<file path="src/rtl/cddf_pkg.sv">
package cddf_pkg;

    localparam int SET_DEPTH = 256;
    localparam int CP_W      = 21;
    localparam int SLOT_W    = $clog2(SET_DEPTH);
    localparam int CNT_W     = $clog2(SET_DEPTH + 1);

    localparam int S_DATA_W  = ((CP_W + 7) / 8) * 8;
    localparam int M_FIELD_W = CP_W + SLOT_W + CNT_W;
    localparam int M_DATA_W  = ((M_FIELD_W + 7) / 8) * 8;
    localparam int M_USER_W  = 2;

    localparam int M_SLOT_LSB  = CP_W;
    localparam int M_COUNT_LSB = CP_W + SLOT_W;
    localparam int M_USER_KEPT = 0;
    localparam int M_USER_OVF  = 1;

    typedef enum logic [1:0] {
        ST_IDLE,
        ST_SEARCH,
        ST_RESULT
    } cddf_state_t;

    typedef struct packed {
        logic load;
        logic search;
        logic commit;
    } cddf_cmd_t;

    typedef struct packed {
        logic hit;
        logic miss_done;
        logic out_free;
    } cddf_stat_t;

endpackage

</file>
<file path="src/rtl/cddf_ctrl.sv">
module cddf_ctrl (
    input  logic               clk,
    input  logic               rst_n,
    input  logic               s_tvalid,
    output logic               s_tready,
    input  cddf_pkg::cddf_stat_t stat,
    output cddf_pkg::cddf_cmd_t  cmd
);
    import cddf_pkg::*;

    cddf_state_t state_reg;
    cddf_state_t state_next;

    always_ff @(posedge clk or negedge rst_n)
    begin
        if (!rst_n)
        begin
            state_reg <= ST_IDLE;
        end
        else
        begin
            state_reg <= state_next;
        end
    end

    always_comb
    begin
        state_next = state_reg;
        case (state_reg)
            ST_IDLE:
            begin
                if (s_tvalid)
                begin
                    state_next = ST_SEARCH;
                end
            end
            ST_SEARCH:
            begin
                if (stat.hit || stat.miss_done)
                begin
                    state_next = ST_RESULT;
                end
            end
            ST_RESULT:
            begin
                if (stat.out_free)
                begin
                    state_next = ST_IDLE;
                end
            end
            default:
            begin
                state_next = ST_IDLE;
            end
        endcase
    end

    always_comb
    begin
        s_tready   = 1'b0;
        cmd.load   = 1'b0;
        cmd.search = 1'b0;
        cmd.commit = 1'b0;
        case (state_reg)
            ST_IDLE:
            begin
                s_tready = 1'b1;
                cmd.load = s_tvalid;
            end
            ST_SEARCH:
            begin
                cmd.search = 1'b1;
            end
            ST_RESULT:
            begin
                cmd.commit = stat.out_free;
            end
            default:
            begin
                s_tready = 1'b0;
            end
        endcase
    end

endmodule

</file>
<file path="config.mk">
export PLATFORM = sky130hd
export DESIGN_NAME = cddf_ctrl
export DESIGN_NICKNAME = d
export VERILOG_FILES = /design/src/rtl/cddf_pkg.sv /design/src/rtl/cddf_ctrl.sv
export SDC_FILE = /design/constraint.sdc
export NUM_CORES = 1
export LEC_CHECK = 0
export ABC_AREA = 1
export BUFFER_PORTS_ARGS = -buffer_cell sky130_fd_sc_hd__clkbuf_2
export CAP_MARGIN = 20
export CORE_AREA = 5 5 42 44
export DETAILED_ROUTE_END_ITERATION = 8
export DIE_AREA = 0 0 47 49
export GPL_ROUTABILITY_DRIVEN = 1
export PLACE_DENSITY = 0.32
export SYNTH_ARGS = -nofsm -noshare
export SYNTH_HDL_FRONTEND = slang
export SYNTH_SLANG_ARGS = --single-unit
</file>
<file path="constraint.sdc">
create_clock -name clk -period 0.95 [get_ports clk]
set_clock_uncertainty 0.05 [all_clocks]
set_input_delay 0.285 -clock clk [delete_from_list [all_inputs] [get_ports clk]]
set_output_delay 0.285 -clock clk [all_outputs]
set_load 0.1 [all_outputs]
</file>
## Yosys cells after proc, flatten, opt, wreduce, memory -nomap -nowiden

Cells that the tools add are included.

| word-level totals | value |
|---|---|
| flip-flop bits (word level) | 2 |
| input port bits | 6 |

| cells by class | value |
|---|---|
| equal/unequal tests | 5 |
| multiplexer cells | 8 |
| reduce and logical (&&, ||, !) cells | 3 |

Operators by type and width:

| cell | number |
|---|---|
| 2-to-1 mux 2 bit | 3 |
| != test 2 bit, second input constant | 3 |
| one-hot mux 2 bit (3 select lines) | 1 |
| 2-to-1 mux 1 bit | 4 |
| AND reduction 3 bit | 1 |
| == test 2 x 1 -> 1 bit, second input constant | 1 |
| == test 2 bit, second input constant | 1 |
| zero test 2 bit | 1 |
| logical OR 1 bit | 1 |

## Longest topological paths before layout

| depth | value |
|---|---|
| word-level depth | 3 |
| depth in mapped cells | 4 |
| depth with buffers taken out | 4 |

## Worst setup path after synthesis

No wires, ideal clock.

| timing | value |
|---|---|
| kind | register -> output |
| from | register state_reg[1] |
| to | output cmd[2] (netlist name) |
| arrival time | 1.974 ns |
| path slack | -1.359 ns |
| cell stages (with the launch flop) | 4 |
| path buffers | 0 |
| cell sequence | dfrtp_1 > nor2_2 > nand2_2 > inv_1 |

RTL lines:

| what | line | source |
|---|---|---|
| start, declared | cddf_ctrl.sv:11 | `cddf_state_t state_reg;` |
| start signal, assigned | cddf_ctrl.sv:22 | `state_reg <= state_next;` |
| end, declared | cddf_ctrl.sv:7 | `output cddf_pkg::cddf_cmd_t cmd` |

==> run metrics <==
status finished, violations left; failing checks setup timing; Congestion Overflow GR 0; slew margin rel. between 90 and 100%; row count 14; Gate Count Post-Synth 19; max-slew violations 0; full die area ~0.0023 mm2; nets 45; DP Wirelength approximately 290 um; Iteration-0 DRC Markers 2; synthesis-stage register bit count 2; vias in the first global route about 180; synth top area cells dfrtp_1, nand2_1, inv_1; Die Height approximately 50 um; All-Layer GR Usage 4.360%; Via density approximately 3.1; Most Crowded Layer GR met4; GP Congestion slightly below 0.7; synth warn 0; clock tree buffer depth 2; Worst Setup Start Kind flip-flop; Post-synth EDFFs 0; total wire length between 300 and 400 um; Primary FF master, synth dfrtp_1; RSZ-0062 raised after global routing true; Area growth, synth to finish 173.5%; DRC 0; Worst Setup Slack, final -0.4892 ns; Filler cells roughly 160; Worst-path clk slew roughly 0.040 ns; initial core utilization a little under a tenth; WP buf/inv 2; crit-path max FO 4; most frequent cell after synthesis nand2_1; Final Hold Fails 0; slowest stage delay, CP roughly 0.44 ns; proportion of layout cells with a drive suffix above 1 between 60% and 70%; max-cap violations 0; final setup fails 5; diode count 0; Netlist cell types 9; CTS Buf Count 3; post-synthesis instance area 127.6 um2; Post-Syn Area per Cell 6.717 um2; max frequency between 600 and 700 MHz; met3 GRT Util 2.214%; Syn Nets 25; via count 169; Sink Count 2; Tmin final around 1.4 ns; max reg flops 2; Port Buffers 9; post-detailed-route count of antenna-violating nets 0; CTS tree done; wire length per cell between 7 and 8 um; worst path cell trace nor2_4 -> nand2_2 -> clkinvlp_4 -> buf_12; met1 Usage GRT under 10%; synth cell count leaders nand2_1, inv_1, dfrtp_1, nor2_1; drt first pass iters 2; dpl ws -0.2638 ns; Crit-path slowest cell dfrtp_2; Seq/Total Area, Yosys between 30% and 40%; Req. time, crit path 0.61 ns; chip width between 40 and 50 um; initial antenna violation count 0; Yosys top cell by area dfrtp_1; top cell type's share of synthesized area 39.22%; CP Capture Type primary output; cell family with most CP delay flip-flops; Clock Latency Late Sink 0.23 ns; clk root buf clkbuf_4; Crit Path Category flip-flop to primary output; Async SR Flop Fraction 100.0%; number of top-level pins 10; crit path DAT 1.10 ns; first-pass GRT wire length roughly 670 um; met2 GRT Util about 5.2%; Slew @ Worst Pin roughly 0.14 ns; Placeable Area between 0.001 and 0.0015 mm2; largest net degree at the start of global routing 5; Tcrit/Tclk final 151.5%; Worst Hold Class input port to flip-flop; Max H-tree Level 1
final timing paths:
kind                               from      endpoint  slack (ns)  cells after the start
setup / recovery           state_reg[1]        cmd[2]       -0.49                      4
hold / removal                  stat[2]  state_reg[0]        0.29                      4
setup reg to reg           state_reg[1]  state_reg[0]       -0.21                      6
hold reg to reg            state_reg[1]  state_reg[1]        0.56                      3
max in group asynchronous         rst_n  state_reg[0]        0.41                      2
min in group asynchronous         rst_n  state_reg[1]        0.33                      2
repair_timing:
action	in CTS	in global routing
hold buffers	1	0
pin swaps	0	0
hold endpoints to repair	2	0
resized for setup	1	1
buffers inserted	1	1
endpoints found under the setup margin	4	5
final cells by class:
type / instances / area, um2 / area share, %
timing repair buffer: 15 / 152.6 / 43.73
multi-input combinational: 12 / 76.32 / 21.86
sequential: 2 / 51.30 / 14.70
clock buffer: 4 / 26.28 / 7.527
inverter: 5 / 22.52 / 6.452
tap: 16 / 20.02 / 5.735
layout by cell type (no fill, tap or decap):
master and count:
nand2_2 3, dfrtp_1 1, nor2_4 3, buf_12 4, dfrtp_2 1, nor2_1 1
clkinvlp_4 1, nand2_1 4, dlygate4sd3_1 1, buf_4 5, inv_2 1, clkbuf_4 3
clkbuf_1 1, inv_1 3, clkbuf_2 5, nand3_1 1
cells by family after synthesis:
family,share of synthesized area (%)
DFF,39.22
and+or+nand+nor,46.08
buffers and inverters,14.70
metrics by stage:
step                instances  setup TNS [ns]  hold WS [ns]  utilization (%)  instance area (um2)
global route               54          -2.270        0.2965            24.91                349.1
detailed placement         47         -0.8789       0.02246            20.89                292.8
CTS                        53          -1.958        0.2728            24.20                339.1
global placement           47         -0.8592       0.02149            20.89                292.8
floorplan                  19          -2.545      -0.06059                -                145.1
finish                     54          -2.024        0.2854            24.91                349.1
worst min-delay path, stage by stage:
cell and delay (ns):
clkbuf_2 0.09, nor2_1 0.04, nand2_1 0.07, nand2_2 0.04
routing by layer:
layer	share of wire, %	routed length, um	vias up
li1	-	-	91
met4	0	0	0
met5	0	0	-
met2	50	190	8
met3	8.4	32	0
met1	41	156	70
Power is not shown: default switching activity piles up to over one toggle a cycle in this logic, so the estimate is an artifact.
